<file path="src/rtl/sorted_table_binary_search_core_defines.svh">
// assertion macros for the rtl files, included by the probe sequencer
`ifndef SORTED_TABLE_BINARY_SEARCH_CORE_DEFINES_SVH
`define SORTED_TABLE_BINARY_SEARCH_CORE_DEFINES_SVH

`ifndef NO_ASSERTIONS
// same-cycle implication, sampled on clk, off while in reset
`define STBS_ASSERT_IMPL(lbl, ante, cons) \
	lbl: assert property (@(posedge clk) disable iff (!arst_n) (ante) |-> (cons)) \
		else $error("assertion failed");
// next-cycle implication, sampled on clk, off while in reset
`define STBS_ASSERT_NEXT(lbl, ante, cons) \
	lbl: assert property (@(posedge clk) disable iff (!arst_n) (ante) |=> (cons)) \
		else $error("assertion failed");
`else
`define STBS_ASSERT_IMPL(lbl, ante, cons)
`define STBS_ASSERT_NEXT(lbl, ante, cons)
`endif

`endif

</file>
<file path="src/rtl/stbs_pkg.sv">
// shared types, constants and helpers of the sorted table search core
package stbs_pkg;

	localparam int TABLE_DEPTH = 256;
	localparam int KEY_WIDTH   = 32;
	localparam int ADDR_W      = $clog2(TABLE_DEPTH);
	localparam int IDX_W       = 8;
	localparam int IN_KEY_W    = 32;

	typedef logic [IDX_W-1:0]     idx_t;
	typedef logic [ADDR_W-1:0]    addr_t;
	typedef logic [KEY_WIDTH-1:0] key_t;
	typedef logic [IN_KEY_W-1:0]  in_key_t;

	typedef enum logic {
		OP_WRITE  = 1'b0,
		OP_SEARCH = 1'b1
	} op_t;

	typedef enum logic [2:0] {
		ST_IDLE  = 3'b001,
		ST_PROBE = 3'b010,
		ST_FINAL = 3'b100
	} state_t;

	// compare result of search key against one table entry
	typedef struct packed {
		logic gt;
		logic eq;
	} cmp_t;

	// table index to memory address, wrapping at the table depth
	function automatic addr_t to_addr(idx_t i);
		logic [ADDR_W+IDX_W-1:0] w;
		w = {{ADDR_W{1'b0}}, i};
		return w[ADDR_W-1:0];
	endfunction

	// port key to stored key width
	function automatic key_t to_key(in_key_t k);
		logic [KEY_WIDTH+IN_KEY_W-1:0] w;
		w = {{KEY_WIDTH{1'b0}}, k};
		return w[KEY_WIDTH-1:0];
	endfunction

	// floor of the midpoint of two indices
	function automatic idx_t mid_of(idx_t a, idx_t b);
		logic [IDX_W:0] s;
		s = {1'b0, a} + {1'b0, b};
		return s[IDX_W:1];
	endfunction

endpackage

</file>
<file path="src/rtl/stbs_cmp.sv">
// unsigned key comparator shared by every probe
module stbs_cmp (
	input  stbs_pkg::key_t key,
	input  stbs_pkg::key_t entry,
	output stbs_pkg::cmp_t res
);

	assign res.gt = key > entry;
	assign res.eq = key == entry;

endmodule

</file>
<file path="config.mk">
export PLATFORM = sky130hd
export DESIGN_NAME = stbs_cmp
export DESIGN_NICKNAME = d
export VERILOG_FILES = /design/src/rtl/sorted_table_binary_search_core_defines.svh /design/src/rtl/stbs_pkg.sv /design/src/rtl/stbs_cmp.sv
export SDC_FILE = /design/constraint.sdc
export NUM_CORES = 1
export LEC_CHECK = 0
export BUFFER_PORTS_ARGS = -buffer_cell sky130_fd_sc_hd__buf_2
export CORE_UTILIZATION = 42
export DETAILED_ROUTE_END_ITERATION = 16
export MAX_ROUTING_LAYER = met4
export PLACE_DENSITY_LB_ADDON = 0.25
export SYNTH_ARGS = -nofsm -noshare
export SYNTH_HDL_FRONTEND = slang
export SYNTH_SLANG_ARGS = --single-unit
</file>
<file path="constraint.sdc">
create_clock -name vclk -period 2.1
set_clock_uncertainty 0.15 [all_clocks]
set_input_delay 0.42 -clock vclk [all_inputs]
set_output_delay 0.42 -clock vclk [all_outputs]
set_load 0.005 [all_outputs]
</file>
# Word level (Yosys, flattened, before mapping)
# Index checks and enable logic that the tools add are counted.
[word_totals] register_bits=0 output_inout_bits=2
[classes] n_eq_ne=1 order_cmp=1
[op_table] op="32-bit == test" n=1
[op_table] op="32-bit greater-than comparator" n=1

# Longest topological paths before layout
# Gate-level depths: netlist of run 1.
[depth] word_depth=1 ltp_mapped=7

# Worst setup path before layout of run 1
# No wires, ideal clock.
[synth_timing] kind="input-to-output" from="input entry[10]" to="output res[1] (netlist name)" path_stages=7 path_buffers=0 arrival_ns=1.521 required_time_ns=1.530 slack_ns=0.009 path_cell_list="inv_1 > ha_1 > a21o_1 > a21oi_2 > a21oi_1 > o41ai_2 > a31oi_1"
[synth_rtl] element="from (decl)" line_no="stbs_cmp.sv:4" text="input stbs_pkg::key_t entry,"
[synth_rtl] element="to (decl)" line_no="stbs_cmp.sv:5" text="output stbs_pkg::cmp_t res"

==> flow_summary.rst, run 1 <==
.. list-table::
   :header-rows: 1

   * - Metric
     - Value
   * - Post-route fraction of the period consumed by the critical path
     - 1.11
   * - Cell row count
     - 15
   * - Hold/Removal Path Class
     - in2out
   * - Total nets after synthesis
     - about 200
   * - Smallest setup slack after layout
     - -0.229 ns
   * - Max-Slew Margin vs Limit
     - 0.821
   * - Final critical-path required period
     - ~2.3 ns
   * - Average instance area after synthesis
     - 7.63 um^2
   * - Netlist cell types
     - 22
   * - Number of warning messages in the yosys log
     - 0
   * - Count of max-cap constraint violations
     - 0
   * - Fraction of the core area covered by cells at the end of the flow
     - 0.908
   * - Count of final max-slew check failures
     - 0
   * - Total die area
     - between 0.002 and 0.0025 mm^2
   * - Number of instances in the placed design
     - 210
   * - Wire per inst
     - approximately 16 um
   * - Peak Freq
     - around 430 MHz
   * - DRC marker count from the first detailed-route iteration
     - 12
   * - Antenna violations before repair
     - 0
   * - Worst Setup Start Kind
     - primary input
   * - Post-detailed-routing wire length
     - 3460 um
   * - Number of global-route vias before repair
     - approximately 1200
   * - Number of instances in the synthesized netlist
     - 110
   * - Total global routing overflow
     - 0
   * - Final estimated routing congestion in global placement
     - 0.820
   * - Layout Nets
     - around 290
   * - Nature of the critical path endpoint
     - primary output
   * - Floorplan die height
     - 46.7 um
   * - Number of top-level design ports
     - 66
   * - Failing checks
     - setup timing
   * - Peak ir drop on the vdd network
     - 0.000129 V
   * - Proportion of layout cells with a drive suffix above 1
     - 0.647
   * - Transition time of the tightest slew-check pin
     - approximately 0.27 ns
   * - Critical path class
     - in2out
   * - Combined area of all synthesized cells
     - 840 um^2
   * - Number of DRC violations after detailed routing
     - 0
   * - Final Hold Viols
     - 0
   * - Worst endpoint required time
     - about 1.5 ns
   * - Data arrival time of the critical path
     - approximately 1.8 ns
   * - Routed Antenna Nets
     - 0
   * - Final setup viols
     - 2
   * - Antenna diode count
     - 0
   * - Number of hold-repair buffers added at the cts stage
     - 0
   * - Final sequential cell count
     - 0
   * - Maximum number of pins on one net before global-route repair
     - 4
   * - First-pass GRT wire length
     - approximately 4400 um
   * - RSZ-0062 raised after global routing
     - yes
   * - Pwr dens
     - around 200 mW/mm^2
   * - Relative area change from synthesis to final layout
     - 94.8%
   * - Commonest cells after routing, fill and taps aside
     - 49 x sky130_fd_sc_hd__buf_2, 18 x sky130_fd_sc_hd__inv_1, 17 x sky130_fd_sc_hd__ha_4, 17 x sky130_fd_sc_hd__buf_6, 15 x sky130_fd_sc_hd__ha_1
   * - Pre-Repair DR Iteration Count
     - 4
   * - Leak Pwr
     - slightly below 0.9 nW
   * - Detail Placement HPWL
     - roughly 1900 um
   * - Most frequent standard cell in the layout excluding fill and tap cells
     - sky130_fd_sc_hd__buf_2
   * - Run status
     - finished with violations
   * - Initial core utilization
     - 0.466
   * - GRT Overall Usage
     - 0.291
   * - Width of the chip
     - approximately 47 um
   * - Via count
     - approximately 1100
   * - Maximum net fanout on the critical path
     - 3
   * - Portion of the post-synthesis area used by sequential elements
     - 0
   * - Clock buffer cells
     - 0
   * - Core region area
     - about 0.0018 mm^2
   * - FF/Latch Area
     - 0 um^2
   * - Post-layout instance count excluding filler cells
     - ~210
   * - Buffers added on ports
     - 66
   * - Ratio of routed vias to standard cells
     - 5.36
-- logic make-up after synthesis --
logic type	count (synthesis)	synth area share
fa+ha+maj	32	0.477
buf+inv	32	0.143
compound gates	24	0.200
simple gates	22	0.180
-- cells in the mapped netlist --
cell / count / area [um^2]
sky130_fd_sc_hd__nand3_1: 6 / 30.0
sky130_fd_sc_hd__nor4_4: 1 / 21.3
sky130_fd_sc_hd__a31oi_1: 1 / 6.26
sky130_fd_sc_hd__nor3_1: 1 / 5.00
sky130_fd_sc_hd__ha_1: 32 / 400
sky130_fd_sc_hd__inv_1: 32 / 120
sky130_fd_sc_hd__a21boi_2: 1 / 11.3
sky130_fd_sc_hd__a21oi_1: 10 / 50.1
sky130_fd_sc_hd__nand4_2: 2 / 25.0
sky130_fd_sc_hd__a21boi_0: 1 / 7.51
sky130_fd_sc_hd__nor2_1: 1 / 3.75
sky130_fd_sc_hd__and4_1: 1 / 8.76
sky130_fd_sc_hd__a211oi_1: 2 / 15.0
sky130_fd_sc_hd__and3_1: 1 / 6.26
sky130_fd_sc_hd__o211ai_1: 1 / 7.51
sky130_fd_sc_hd__o31ai_1: 1 / 7.51
sky130_fd_sc_hd__a21o_1: 5 / 37.5
sky130_fd_sc_hd__a21oi_2: 1 / 8.76
sky130_fd_sc_hd__o41ai_2: 1 / 16.3
sky130_fd_sc_hd__nand2_1: 2 / 7.51
sky130_fd_sc_hd__nand4_1: 6 / 37.5
sky130_fd_sc_hd__nor2b_1: 1 / 6.26
-- worst paths after layout --
check  startpoint     end  cells past startpoint
max     entry[14]  res[1]                      9
min       key[31]  res[1]                      5
-- stage by stage --
stage | setup TNS, ns | setup slack [ns] | hold slack (ns) | power, W | area (um^2)
after floorplan | 0 | 0.00893 | 1.03 | 0.000111 | 840
after detailed placement | -0.409 | -0.291 | 1.23 | 0.000217 | 1270
after global routing | -0.509 | -0.310 | 1.31 | 0.000347 | 1640
after global placement | -0.329 | -0.243 | 1.21 | 0.000204 | 1270
final | -0.357 | -0.229 | 1.24 | 0.000320 | 1640
after CTS | -0.232 | -0.174 | 1.23 | 0.000288 | 1610
-- area by class of cell --
class | count | area [um^2]
fill | 88 | 166
multi-input combinational | 78 | 962
tap | 25 | 31.3
inverter | 32 | 123
timing repair buffer | 77 | 519
-- metal layers --
metal,GRT usage,up-vias,wire (um)
met2,0.617,59,1960
met1,0.253,515,1170
met3,0.0196,16,204
met4,0.114,0,127
met5,-,-,0
li1,-,547,-
-- where the power goes --
| part | internal (W) | total (W) | switching, W |
|---|---|---|---|
| Combinational | 0.000177 | 0.000320 | 0.000143 |
| Clock | 0 | 0 | 0 |
| Sequential | 0 | 0 | 0 |
| Total | 0.000177 | 0.000320 | 0.000143 |
-- worst max-delay path, cell delays in order --
cell and delay (ns):
sky130_fd_sc_hd__buf_6 0.10, sky130_fd_sc_hd__inv_4 0.05, sky130_fd_sc_hd__ha_4 0.21, sky130_fd_sc_hd__a21oi_2 0.15
sky130_fd_sc_hd__nand2_1 0.10, sky130_fd_sc_hd__a21o_1 0.17, sky130_fd_sc_hd__o41ai_2 0.31, sky130_fd_sc_hd__a31oi_1 0.10
sky130_fd_sc_hd__buf_2 0.14
-- timing repair --
| item | CTS | global route |
|---|---|---|
| pin swaps | 28 | 6 |
| resized for setup | 52 | 4 |
| endpoints found under the setup margin | 2 | 2 |
| buffers inserted | 2 | 0 |
No activity file was read; power rests on OpenSTA's default activity.
==> run 2: changes to the inputs <==
--- a/config.mk
+++ b/config.mk
@@ -6,10 +6,11 @@
 export NUM_CORES = 1
 export LEC_CHECK = 0
 export BUFFER_PORTS_ARGS = -buffer_cell sky130_fd_sc_hd__buf_2
-export CORE_UTILIZATION = 42
+export CORE_UTILIZATION = 30
 export DETAILED_ROUTE_END_ITERATION = 16
 export MAX_ROUTING_LAYER = met4
 export PLACE_DENSITY_LB_ADDON = 0.25
+export REMOVE_ABC_BUFFERS = 1
 export SYNTH_ARGS = -nofsm -noshare
 export SYNTH_HDL_FRONTEND = slang
 export SYNTH_SLANG_ARGS = --single-unit
==> run 2 against run 1 <==
Effect of this change: the flow still finishes with violations (setup timing); sequential cell count is the same; sequential share of layout area is the same; maximum frequency grew 1.4%; non-clock buffer count shrank 1; critical path depth shrank 1; core utilization shrank 20 points; first-iteration DRC count shrank 17%; die area grew 38%.
==> flow_summary.rst, run 2 (synthesis gave the netlist of run 1 again) <==
.. list-table::
   :header-rows: 1

   * - Metric
     - Value
   * - Met3 capacity usage during global routing
     - 0.0137
   * - Most frequent standard cell in the layout excluding fill and tap cells
     - sky130_fd_sc_hd__buf_2
   * - FF/Latch Area
     - 0 um^2
   * - Pre-Repair DR Iteration Count
     - 4
   * - Max-Slew Margin vs Limit
     - 0.834
   * - Antenna diode count
     - 0
   * - Routed Antenna Nets
     - 0
   * - GRT Overall Usage
     - 0.170
   * - Number of global-route vias before repair
     - slightly above 1000
   * - Pwr dens
     - about 190 mW/mm^2
   * - Floorplan die height
     - 54.9 um
   * - Number of instances in the placed design
     - ~220
   * - Smallest setup slack after layout
     - -0.197 ns
   * - Cell with the largest stage delay on the worst path
     - sky130_fd_sc_hd__nor4_4
   * - Hold/Removal Path Class
     - in2out
   * - Post-detailed-routing wire length
     - 2900 um
   * - Nature of the critical path endpoint
     - primary output
   * - Met2 track demand over resource in global routing
     - 0.341
   * - Relative area change from synthesis to final layout
     - 115%
   * - Total die area
     - 0.00301 mm^2
   * - Crit path buf inv count
     - 3
   * - Layout Nets
     - 284
   * - Total area of multi-input combinational cells
     - around 0.0010 mm^2
   * - Proportion of layout cells with a drive suffix above 1
     - 0.694
   * - Peak ir drop on the vdd network
     - about 0.00013 V
   * - Final estimated routing congestion in global placement
     - between 0.6 and 0.7
   * - Via count
     - roughly 1100
   * - Wire per inst
     - about 13 um
   * - Worst Setup Start Kind
     - primary input
   * - Peak Freq
     - 435 MHz
   * - Maximum net fanout on the critical path
     - 2
   * - Number of hold-repair buffers added at the cts stage
     - 0
   * - RSZ-0062 raised after global routing
     - yes
   * - Final sequential cell count
     - 0
   * - Clock buffer cells
     - 0
   * - First-pass GRT wire length
     - around 3900 um
   * - Post-layout instance count excluding filler cells
     - 216
   * - Beginning of the critical path
     - entry[27]
   * - Total negative setup slack
     - -0.298 ns
   * - Kind of cell adding the most delay to the critical path
     - simple AND/OR/NAND/NOR gates
   * - Initial core utilization
     - 0.327
   * - Buffers added on ports
     - 66
   * - Total of fill cells in the finished design
     - between 150 and 200
   * - Count of final max-slew check failures
     - 0
   * - Cell row count
     - 18
   * - Total global routing overflow
     - 0
   * - Failing checks
     - setup timing
   * - Final Hold Viols
     - 0
   * - Final critical-path required period
     - approximately 2.3 ns
   * - GR peak layer
     - met2
   * - Maximum number of pins on one net before global-route repair
     - 4
   * - Run status
     - finished with violations
   * - Met1 Usage GRT
     - 0.183
   * - Commonest cells after routing, fill and taps aside
     - 36 x sky130_fd_sc_hd__buf_2, 30 x sky130_fd_sc_hd__buf_6, 22 x sky130_fd_sc_hd__ha_4, 14 x sky130_fd_sc_hd__inv_1, 13 x sky130_fd_sc_hd__inv_2
   * - Leak Pwr
     - a little over 0.9 nW
   * - Slowest Stage Delay on Critical Path
     - around 0.34 ns
   * - Width of the chip
     - roughly 55 um
   * - Critical path class
     - in2out
   * - Final setup viols
     - 2
   * - Antenna violations before repair
     - 0
   * - Count of max-cap constraint violations
     - 0
   * - Post-route fraction of the period consumed by the critical path
     - 1.09
   * - Data arrival time of the critical path
     - between 1.5 and 2 ns
   * - Detail Placement HPWL
     - between 1500 and 2000 um
   * - Number of top-level design ports
     - 66
   * - DRC marker count from the first detailed-route iteration
     - 10
   * - Cell Chain, Critical Path
     - buf_6 -> inv_4 -> ha_4 -> nand4_1 -> nor4_4 -> and3_4 -> a31oi_1 -> buf_2
   * - Worst endpoint required time
     - about 1.5 ns
   * - Ratio of routed vias to standard cells
     - just under 5
   * - Source of the worst hold timing path
     - key[31]
   * - Number of DRC violations after detailed routing
     - 0
   * - Core region area
     - between 0.002 and 0.003 mm^2
   * - Transition time of the tightest slew-check pin
     - ~0.25 ns
-- run 2: changes by cell type in the layout (fill, tap and decap cells not counted), sizes merged --
| cell | delta |
|---|---|
| buf | -1 |
-- run 2: path summary, 6_finish.rpt --
check | end | depth (start not counted)
setup / recovery | res[1] | 8
hold / removal | res[1] | 5
-- run 2: per-layer routing --
layer  up-vias  share of wire
met5         -              0
met4         0          0.012
met3         4          0.052
met2        40           0.58
met1       474           0.36
li1        545              -
-- run 2: cell type report --
cell class,instances,area share
tap,30,0.0208
inverter,32,0.0734
multi-input combinational,78,0.578
timing repair buffer,76,0.328
-- run 2: repair_timing --
action	in CTS	in global routing
resized for setup	45	40
endpoints found under the setup margin	2	2
pin swaps	19	23
setup buffers	1	0
-- run 2: power breakdown --
part	total, W	switching, W	internal (W)
combinational	0.000337	0.000139	0.000198
clock	0	0	0
sequential	0	0	0
total	0.000337	0.000139	0.000198
-- run 2: metrics by stage --
step	total power, W	area, um^2	hold slack [ns]	utilization	setup slack (ns)
after CTS	0.000276	1570	1.22	0.612	-0.243
after global routing	0.000373	1810	1.29	0.704	-0.286
final	0.000337	1810	1.23	0.704	-0.197
after detailed placement	0.000216	1270	1.22	0.497	-0.303
after global placement	0.000206	1270	1.22	0.497	-0.257
after floorplan	0.000111	840	1.03	-	0.00893
