## config.mk

```make
export PLATFORM = sky130hd
export DESIGN_NAME = stbs_seq
export DESIGN_NICKNAME = d
export VERILOG_FILES = /design/src/rtl/stbs_pkg.sv /design/src/rtl/stbs_seq.sv
export VERILOG_INCLUDE_DIRS = /design/src /design/src/rtl
export SDC_FILE = /design/constraint.sdc
export NUM_CORES = 1
export LEC_CHECK = 0
export BUFFER_PORTS_ARGS = -buffer_cell sky130_fd_sc_hd__buf_2
export CAP_MARGIN = 30
export CORE_MARGIN = 3
export CORE_UTILIZATION = 54
export DETAILED_ROUTE_END_ITERATION = 12
export PLACE_DENSITY = 0.83
export SYNTH_ARGS = -nofsm -noshare
export SYNTH_HDL_FRONTEND = slang
export SYNTH_SLANG_ARGS = --single-unit
export TNS_END_PERCENT = 20
```

## constraint.sdc

```tcl
create_clock -name clk -period 5.2 [get_ports clk]
set_input_delay 1.04 -clock clk [delete_from_list [all_inputs] [get_ports clk]]
set_output_delay 1.04 -clock clk [all_outputs]
set_load 0.005 [all_outputs]
```

## src/rtl/sorted_table_binary_search_core_defines.svh

```systemverilog
// assertion macros for the rtl files, included by the probe sequencer
`ifndef SORTED_TABLE_BINARY_SEARCH_CORE_DEFINES_SVH
`define SORTED_TABLE_BINARY_SEARCH_CORE_DEFINES_SVH

`ifndef NO_ASSERTIONS
// same-cycle implication, sampled on clk, off while in reset
`define STBS_ASSERT_IMPL(lbl, ante, cons) \
	lbl: assert property (@(posedge clk) disable iff (!arst_n) (ante) |-> (cons)) \
		else $error("assertion failed");
// next-cycle implication, sampled on clk, off while in reset
`define STBS_ASSERT_NEXT(lbl, ante, cons) \
	lbl: assert property (@(posedge clk) disable iff (!arst_n) (ante) |=> (cons)) \
		else $error("assertion failed");
`else
`define STBS_ASSERT_IMPL(lbl, ante, cons)
`define STBS_ASSERT_NEXT(lbl, ante, cons)
`endif

`endif

```

## src/rtl/stbs_pkg.sv

```systemverilog
// shared types, constants and helpers of the sorted table search core
package stbs_pkg;

	localparam int TABLE_DEPTH = 256;
	localparam int KEY_WIDTH   = 32;
	localparam int ADDR_W      = $clog2(TABLE_DEPTH);
	localparam int IDX_W       = 8;
	localparam int IN_KEY_W    = 32;

	typedef logic [IDX_W-1:0]     idx_t;
	typedef logic [ADDR_W-1:0]    addr_t;
	typedef logic [KEY_WIDTH-1:0] key_t;
	typedef logic [IN_KEY_W-1:0]  in_key_t;

	typedef enum logic {
		OP_WRITE  = 1'b0,
		OP_SEARCH = 1'b1
	} op_t;

	typedef enum logic [2:0] {
		ST_IDLE  = 3'b001,
		ST_PROBE = 3'b010,
		ST_FINAL = 3'b100
	} state_t;

	// compare result of search key against one table entry
	typedef struct packed {
		logic gt;
		logic eq;
	} cmp_t;

	// table index to memory address, wrapping at the table depth
	function automatic addr_t to_addr(idx_t i);
		logic [ADDR_W+IDX_W-1:0] w;
		w = {{ADDR_W{1'b0}}, i};
		return w[ADDR_W-1:0];
	endfunction

	// port key to stored key width
	function automatic key_t to_key(in_key_t k);
		logic [KEY_WIDTH+IN_KEY_W-1:0] w;
		w = {{KEY_WIDTH{1'b0}}, k};
		return w[KEY_WIDTH-1:0];
	endfunction

	// floor of the midpoint of two indices
	function automatic idx_t mid_of(idx_t a, idx_t b);
		logic [IDX_W:0] s;
		s = {1'b0, a} + {1'b0, b};
		return s[IDX_W:1];
	endfunction

endpackage

```

## src/rtl/stbs_seq.sv

```systemverilog
// probe sequencer: bounds, midpoint and result registers
`include "sorted_table_binary_search_core_defines.svh"

module stbs_seq (
	input  logic              clk,
	input  logic              arst_n,
	input  logic              start,
	input  logic              opcode,
	input  stbs_pkg::idx_t    entry_index,
	input  stbs_pkg::in_key_t key_value,
	input  stbs_pkg::idx_t    last_index,
	input  stbs_pkg::cmp_t    cmp,
	output stbs_pkg::key_t    key,
	output logic              wr_en,
	output stbs_pkg::addr_t   wr_addr,
	output stbs_pkg::key_t    wr_data,
	output stbs_pkg::addr_t   rd_addr,
	output logic              busy,
	output logic              done,
	output logic              found,
	output stbs_pkg::idx_t    position
);

	stbs_pkg::state_t state_q, state_d;
	logic             done_q, done_d;
	logic             found_q, found_d;
	stbs_pkg::idx_t   position_q, position_d;
	stbs_pkg::idx_t   hi_q, hi_d, lo_q, lo_d, mid_q, mid_d;
	stbs_pkg::key_t   key_q, key_d;
	stbs_pkg::idx_t   rd_idx;
	logic             hi_is_next;
	logic             accept;

	assign accept     = start && (state_q == stbs_pkg::ST_IDLE);
	assign hi_is_next = ({1'b0, mid_q} + {{stbs_pkg::IDX_W{1'b0}}, 1'b1}) == {1'b0, hi_q};

	// next probe address
	always_comb begin
		case (state_q)
			stbs_pkg::ST_IDLE: begin
				rd_idx = stbs_pkg::mid_of(last_index, '0);
			end
			stbs_pkg::ST_PROBE: begin
				if (cmp.gt) begin
					rd_idx = hi_is_next ? hi_q : stbs_pkg::mid_of(hi_q, mid_q);
				end else begin
					rd_idx = stbs_pkg::mid_of(mid_q, lo_q);
				end
			end
			default: begin
				rd_idx = hi_q;
			end
		endcase
	end

	always_comb begin
		state_d    = state_q;
		done_d     = 1'b0;
		found_d    = found_q;
		position_d = position_q;
		hi_d       = hi_q;
		lo_d       = lo_q;
		mid_d      = mid_q;
		key_d      = key_q;
		case (state_q)
			stbs_pkg::ST_IDLE: begin
				if (accept) begin
					if (opcode == stbs_pkg::OP_WRITE) begin
						done_d     = 1'b1;
						found_d    = 1'b0;
						position_d = entry_index;
					end else if (last_index == '0) begin
						// empty range, nothing to compare
						done_d     = 1'b1;
						found_d    = 1'b0;
						position_d = '0;
					end else begin
						hi_d    = last_index;
						lo_d    = '0;
						mid_d   = rd_idx;
						key_d   = stbs_pkg::to_key(key_value);
						state_d = stbs_pkg::ST_PROBE;
					end
				end
			end
			stbs_pkg::ST_PROBE: begin
				if (cmp.eq) begin
					done_d     = 1'b1;
					found_d    = 1'b1;
					position_d = mid_q;
					state_d    = stbs_pkg::ST_IDLE;
				end else if (cmp.gt) begin
					if (hi_is_next) begin
						state_d = stbs_pkg::ST_FINAL;
					end else begin
						lo_d  = mid_q;
						mid_d = rd_idx;
					end
				end else if (mid_q == lo_q) begin
					done_d     = 1'b1;
					found_d    = 1'b0;
					position_d = mid_q;
					state_d    = stbs_pkg::ST_IDLE;
				end else begin
					hi_d  = mid_q;
					mid_d = rd_idx;
				end
			end
			stbs_pkg::ST_FINAL: begin
				// upper neighbor decides; position is hi either way
				done_d     = 1'b1;
				found_d    = cmp.eq;
				position_d = hi_q;
				state_d    = stbs_pkg::ST_IDLE;
			end
			default: begin
				state_d = stbs_pkg::ST_IDLE;
			end
		endcase
	end

	always_ff @(posedge clk or negedge arst_n) begin
		if (!arst_n) begin
			state_q <= stbs_pkg::ST_IDLE;
			done_q  <= 1'b0;
		end else begin
			state_q <= state_d;
			done_q  <= done_d;
		end
	end

	always_ff @(posedge clk) begin
		found_q    <= found_d;
		position_q <= position_d;
		hi_q       <= hi_d;
		lo_q       <= lo_d;
		mid_q      <= mid_d;
		key_q      <= key_d;
	end

	assign key      = key_q;
	assign wr_en    = accept && (opcode == stbs_pkg::OP_WRITE);
	assign wr_addr  = stbs_pkg::to_addr(entry_index);
	assign wr_data  = stbs_pkg::to_key(key_value);
	assign rd_addr  = stbs_pkg::to_addr(rd_idx);
	assign busy     = state_q != stbs_pkg::ST_IDLE;
	assign done     = done_q;
	assign found    = found_q;
	assign position = position_q;

	`STBS_ASSERT_IMPL(a_probe_bounds, state_q == stbs_pkg::ST_PROBE,
		lo_q < hi_q && mid_q >= lo_q && mid_q < hi_q)
	`STBS_ASSERT_IMPL(a_final_adjacent, state_q == stbs_pkg::ST_FINAL, hi_is_next)
	`STBS_ASSERT_NEXT(a_final_ends, state_q == stbs_pkg::ST_FINAL,
		done_q && state_q == stbs_pkg::ST_IDLE)
	`STBS_ASSERT_NEXT(a_accept_progress, accept, done_q || busy)
	`STBS_ASSERT_IMPL(a_found_in_range, done_q && found_q, position_q <= last_index)

endmodule

```

[After elaboration in Yosys (flattened, before gate mapping)]
Index checks and enable logic that the tools add are counted.
Storage, ports and cells
  logic and storage cells: 99
  bits in registers: 69
  input port bits: 54
  output and inout port bits: 92
Cells by class
  add/sub/neg operators: 3
  eq/ne operators: 21
  mux-type cells: 54
  reductions and logical operators: 11
  bitwise gates (word level): 2
Operator list (count)
  8-bit 2-to-1 mux: 27
  8-bit case mux with 2 select lines: 4
  8-bit case mux with 3 select lines: 1
  3-bit 2-to-1 mux: 7
  7-bit AND reduction: 3
  8-bit by 8-bit adder with 9-bit output: 2
  2-bit != test (second input constant): 8
  1-bit 2-to-1 mux: 12
  3-bit != test (second input constant): 4
  5-bit AND reduction: 2
  8-bit by 1-bit adder with 9-bit output (second input constant): 1
  9-bit by 8-bit equality test with 1-bit output: 1
  8-bit equality test: 1
  8-bit logical NOT: 1
  4-bit != test (second input constant): 2
  1-bit case mux with 3 select lines: 2
  3-bit case mux with 2 select lines: 1
  4-bit AND reduction: 1
  3-bit by 1-bit equality test with 1-bit output (second input constant): 1
  3-bit by 2-bit equality test with 1-bit output (second input constant): 1
  3-bit equality test (second input constant): 1
  3-bit by 1-bit != test with 1-bit output (second input constant): 1
  3-bit by 2-bit != test with 1-bit output (second input constant): 1
  3-bit nonzero test: 1
  other kinds (3): 5

[Longest topological paths before layout]
  depth in word-level cells: 9
  mapped depth: 10
  depth with buffers taken out: 10

[Least setup slack after synthesis]
No wires, ideal clock.
  path type: reg2out
  start point: register hi_q[1]
  end point: output rd_addr[6]
  stages on the path, launching flop included: 9
  required time: 4.160 ns
  setup slack: 1.950 ns
  arrival: 2.210 ns
  path buffers: 0
  cells stage by stage: edfxtp_1 > ha_1 > a21oi_1 > o21bai_1 > nor4b_1 > nor3_1 > or3b_2 > o2111ai_1 > o21ai_0
On the way
  cells in the longest elaborated chain, start to end: 4
  elaborated cells on any way between the ends: 5
  classes of those cells: add/sub (1); eq/ne (1); mux (3)
Ends and longest elaborated chain
  start, declared: line stbs_seq.sv:28  | stbs_pkg::idx_t hi_q, hi_d, lo_q, lo_d, mid_q, mid_d;
  start signal, assigned: line stbs_seq.sv:135  | hi_q <= hi_d;
  8-bit by 8-bit adder with 9-bit output / 9-bit by 8-bit equality test with 1-bit output (equally long branches): line stbs_pkg.sv:49, stbs_seq.sv:35
  8-bit 2-to-1 mux *: line stbs_seq.sv:45  | rd_idx = hi_is_next ? hi_q : stbs_pkg::mid_of(hi_q, mid_q);
  8-bit 2-to-1 mux *: line stbs_seq.sv:44  | if (cmp.gt) begin
  8-bit case mux with 2 select lines *: line stbs_seq.sv:39  | case (state_q)
  end, declared: line stbs_seq.sv:17  | output stbs_pkg::addr_t rd_addr,
Mark *: on every way between the ends. The rest lies on a longest branch, timed or not.

[Final worst setup path]
  start point: register mid_q[1]
  end point: output rd_addr[0]
On the way
  cells in the longest elaborated chain, start to end: 5
  elaborated cells on any way between the ends: 7
  classes of those cells: add/sub (3); eq/ne (1); mux (3)
Ends and longest elaborated chain
  start, declared: line stbs_seq.sv:28
  start signal, assigned: line stbs_seq.sv:137  | mid_q <= mid_d;
  8-bit by 1-bit adder with 9-bit output: line stbs_seq.sv:35  | assign hi_is_next = ({1'b0, mid_q} + {{stbs_pkg::IDX_W{1'b0}}, 1'b1}) == {1'b0, hi_q};
  9-bit by 8-bit equality test with 1-bit output: line stbs_seq.sv:35
  8-bit 2-to-1 mux: line stbs_seq.sv:45
  8-bit 2-to-1 mux *: line stbs_seq.sv:44
  8-bit case mux with 2 select lines *: line stbs_seq.sv:39
Marked as above.

==> impl_metrics.xml <==
<?xml version="1.0" encoding="UTF-8"?>
<metrics>
  <group name="power_and_ir_drop">
    <metric name="internal_power" unit="mW">0.9799</metric>
    <metric name="seq_power_share" unit="">0.495</metric>
    <metric name="share_clk_of_total_power" unit="">0.320</metric>
    <metric name="power_density" unit="nW/um^2">288.6</metric>
    <metric name="total_power" unit="mW">1.353</metric>
    <metric name="switchingPower" unit="mW">0.3736</metric>
    <metric name="p_comb_frac" unit="">0.185</metric>
    <metric name="worst_ir_drop_on_vdd" unit="mV">0.2317</metric>
    <metric name="power.share.switching" unit="">0.2760</metric>
    <metric name="p_leak" unit="nW">2.014</metric>
  </group>
  <group name="place">
    <metric name="dp_cells" unit="">533</metric>
    <metric name="port-buffer-count" unit="">145</metric>
    <metric name="placed_area" unit="um^2">4476</metric>
    <metric name="dp.final_hpwl" unit="mm">7.846</metric>
    <metric name="gp_routability_congestion" unit="">0.9422</metric>
  </group>
  <group name="clocking">
    <metric name="cts.root.buffer_cell" unit="">sky130_fd_sc_hd__clkbuf_8</metric>
    <metric name="clock_insertion_delay_worst_skew" unit="ps">340</metric>
    <metric name="cts_inserted_buffers" unit="">9</metric>
    <metric name="tritoncts" unit="">built</metric>
    <metric name="reg_clk_slew_reported_paths" unit="ps">80</metric>
    <metric name="clock_tree.buffer_depth" unit="">2</metric>
    <metric name="cts_setup_buffers" unit="">0</metric>
    <metric name="cts_repair_resizes" unit="">0</metric>
    <metric name="clock_sinks" unit="">69</metric>
    <metric name="cts.htree.levels" unit="">3</metric>
    <metric name="cts_hold_repair.buffers" unit="">0</metric>
  </group>
  <group name="cells_and_area">
    <metric name="final_cell_mix" unit="">145 x sky130_fd_sc_hd__buf_2, 65 x sky130_fd_sc_hd__edfxtp_1, 17 x sky130_fd_sc_hd__nor2_1, 17 x sky130_fd_sc_hd__o21ai_0, 17 x sky130_fd_sc_hd__ha_1</metric>
    <metric name="diodes" unit="">0</metric>
    <metric name="mostFrequentLayoutCell" unit="">sky130_fd_sc_hd__buf_2</metric>
    <metric name="post_layout_nonfiller_instances" unit="">551</metric>
    <metric name="stdcell_area" unit="um^2">4690</metric>
    <metric name="area.growth.synth_to_final" unit="%">18.38</metric>
    <metric name="num-nets-final" unit="">523</metric>
    <metric name="drive_above_1_share" unit="">0.3934</metric>
  </group>
  <group name="floorplanning">
    <metric name="die_width" unit="um">91.65</metric>
    <metric name="floorplan.die_area" unit="um^2">8400</metric>
    <metric name="initial_core_utilization" unit="">0.5705</metric>
    <metric name="rows" unit="">30</metric>
    <metric name="io_pins" unit="">146</metric>
    <metric name="die_height" unit="um">91.65</metric>
    <metric name="design.core.area" unit="um^2">6944</metric>
  </group>
  <group name="timing">
    <metric name="worst_rel_slew_slack" unit="">0.3610</metric>
    <metric name="finalMaxSlewViolations" unit="">0</metric>
    <metric name="tightestPinTransition" unit="ps">954.4</metric>
    <metric name="finalClockSkew" unit="ps">9.339</metric>
    <metric name="total_of_endpoints_with_negative_setup_slack_in_the_final_report" unit="">0</metric>
    <metric name="final.period_utilization" unit="">0.8430</metric>
    <metric name="period_minus_slack" unit="ps">4383</metric>
    <metric name="rsz_0062_raised_after_global_routing" unit="">false</metric>
    <metric name="timing.setup.tns" unit="ps">0</metric>
    <metric name="hold_fails_final_rpt" unit="">0</metric>
    <metric name="max_freq" unit="MHz">228.1</metric>
  </group>
  <group name="global_route">
    <metric name="gr-usage-all-layers" unit="">0.2393</metric>
    <metric name="largest_net_degree_at_the_start_of_global_routing" unit="">33</metric>
    <metric name="grt_pass1_wl" unit="mm">15.70</metric>
    <metric name="overflow" unit="">0</metric>
    <metric name="antenna_found_initial" unit="">0</metric>
    <metric name="via_count_of_the_first_global_routing_pass" unit="">3007</metric>
  </group>
  <group name="drt">
    <metric name="dr_total_vias" unit="">3200</metric>
    <metric name="post_dr_wirelength_cell" unit="um">18.77</metric>
    <metric name="totalWireLength" unit="mm">10.34</metric>
    <metric name="dr.first_iter.drc_count" unit="">354</metric>
    <metric name="avgViaCountPerCell" unit="">5.808</metric>
    <metric name="route.detailed.drc" unit="">0</metric>
    <metric name="detailedRoute.firstPassIterationCount" unit="">5</metric>
    <metric name="ant_nets" unit="">0</metric>
  </group>
  <group name="synth">
    <metric name="synthesis.area" unit="um^2">3961</metric>
    <metric name="postSynthRegisterBits" unit="">69</metric>
    <metric name="postSynthCellCount" unit="">337</metric>
    <metric name="synthesis.nets" unit="">410</metric>
    <metric name="synth.distinct_cells" unit="">61</metric>
    <metric name="yosysSeqAreaShare" unit="">0.5183</metric>
    <metric name="asyncSetResetFlopFracSynth" unit="">0.05797</metric>
    <metric name="edff_count_synth" unit="">65</metric>
    <metric name="synth.avg_cell_area" unit="um^2">11.75</metric>
    <metric name="yosysWarnings" unit="">0</metric>
    <metric name="flip_flop_cell_with_the_highest_count_after_synthesis" unit="">sky130_fd_sc_hd__edfxtp_1</metric>
  </group>
  <group name="status">
    <metric name="status" unit="">finished clean</metric>
  </group>
  <group name="setup_path">
    <metric name="worst-endpoint-arrival" unit="ps">3340</metric>
    <metric name="timing.reg2reg.worst_path_depth" unit="">7</metric>
    <metric name="reg2reg_setup_slack" unit="ps">2150</metric>
    <metric name="critPathMaxFanout" unit="">12</metric>
    <metric name="critical_path.startpoint_type" unit="">flip-flop</metric>
    <metric name="critical_path.endpoint_type" unit="">primary output</metric>
    <metric name="reg2reg_to" unit="">mid_q[5]$_DFFE_PP_</metric>
    <metric name="worst-setup-path-type" unit="">flip-flop to primary output</metric>
    <metric name="reg2reg_from" unit="">mid_q[1]$_DFFE_PP_</metric>
    <metric name="worst_ep_required_time" unit="ps">4160</metric>
    <metric name="setup.worst_path.start" unit="">mid_q[1]$_DFFE_PP_</metric>
  </group>
  <group name="run">
    <metric name="max_cap_viol" unit="">0</metric>
  </group>
  <group name="hold_path">
    <metric name="min_path_type" unit="">primary input to async pin</metric>
  </group>
</metrics>
==> synth_stat cells, drive strengths merged (2+ instances only) <==
cell | n | area [um^2]
a211oi | 3 | 27.52
a21boi | 3 | 22.52
a21o | 11 | 82.58
a21oi | 9 | 45.04
a221o | 8 | 80.08
a222oi | 3 | 30.03
a22oi | 2 | 15.01
a31oi | 4 | 25.02
and2 | 3 | 18.77
and3 | 8 | 56.31
buf | 44 | 341.6
clkbuf | 5 | 20.01
dfrtp | 3 | 75.07
edfxtp | 65 | 1952
fa | 2 | 40.04
ha | 17 | 212.7
inv | 11 | 41.29
mux2i | 5 | 50.05
nand2 | 16 | 60.06
nand2b | 5 | 31.28
nand3 | 8 | 45.04
nand4 | 2 | 12.51
nor2 | 18 | 70.07
nor2b | 3 | 18.77
nor3 | 7 | 46.30
nor3b | 3 | 22.52
nor4 | 3 | 18.77
o2111ai | 4 | 41.29
o211ai | 2 | 15.01
o21a | 4 | 30.03
o21ai | 20 | 100.1
o21bai | 4 | 30.03
o221ai | 2 | 17.52
or2 | 2 | 12.51
or3 | 2 | 12.51
or4 | 2 | 15.01
xnor2 | 9 | 78.83
xor2 | 3 | 26.28
==> layout make-up <==
| type | count | area, um^2 |
|---|---|---|
| clock buffers | 9 | 123.9 |
| clock inverters | 7 | 75.07 |
| well taps | 96 | 120.1 |
| multi-input cells | 208 | 1505 |
| repair buffers | 151 | 770.7 |
| inverters | 11 | 41.29 |
| flip-flops and latches | 69 | 2053 |
| fillers | 520 | 2255 |
==> per-layer routing <==
metal / track usage / wire (um) / part of all wire
met1: 0.3194 / 4077 / 0.39
met2: 0.3950 / 5116 / 0.49
met3: 0.04184 / 899 / 0.087
met4: 0.08166 / 248 / 0.024
met5: 0 / 0 / 0
==> through the flow <==
step	util	setup slack [ps]	hold slack, ps
5_1_grt	0.6753	761.2	475.2
3_3_place_gp	0.6445	1567	597.8
3_5_place_dp	0.6445	1384	619.5
6_report	0.6753	816.6	493.1
2_1_floorplan	-	1950	536.1
4_1_cts	0.6732	948.9	484.8
==> how the worst max path moves through the flow <==
stage                       to  slack (ps)
floorplan           rd_addr[6]        1950
global placement    rd_addr[3]        1570
detailed placement  rd_addr[0]        1380
CTS                 rd_addr[0]         950
global route        rd_addr[7]         760
finish              rd_addr[0]         820
==> cell families after synthesis <==
group	after synthesis	share of synthesized area
AO/OA/AOI/OAI	85	0.1545
XOR/XNOR	12	0.02653
adder cells (fa/ha/maj)	19	0.06380
buffers and inverters	60	0.1017
flip-flops	69	0.5183
multiplexers	5	0.01263
AND/OR/NAND/NOR	87	0.1226
==> power by group through the flow <==
stage | sequential [mW] | combinational, mW | clock (mW)
detailed placement | 0.681 | 0.244 | 0
global placement | 0.680 | 0.237 | 0
global route | 0.673 | 0.273 | 0.468
finish | 0.670 | 0.251 | 0.433
CTS | 0.669 | 0.246 | 0.439
floorplan | 0.675 | 0.163 | 0
==> flip-flops by register name (all words and copies together), names as in the netlist <==
register,flops
hi_q,8
key,32
state_q,3
found,1
position,8
lo_q,8
done,1
mid_q,8
==> worst max-delay path, cell delays in order (launching register included) <==
cell and delay (ps):
sky130_fd_sc_hd__edfxtp_1 520, sky130_fd_sc_hd__ha_1 300, sky130_fd_sc_hd__nand2_1 140, sky130_fd_sc_hd__o41ai_1 430, sky130_fd_sc_hd__o2111ai_2 290, sky130_fd_sc_hd__nor3_4 630
sky130_fd_sc_hd__o21bai_1 150, sky130_fd_sc_hd__a2bb2oi_1 360, sky130_fd_sc_hd__buf_2 190
No activity file was read; power rests on OpenSTA's default activity.
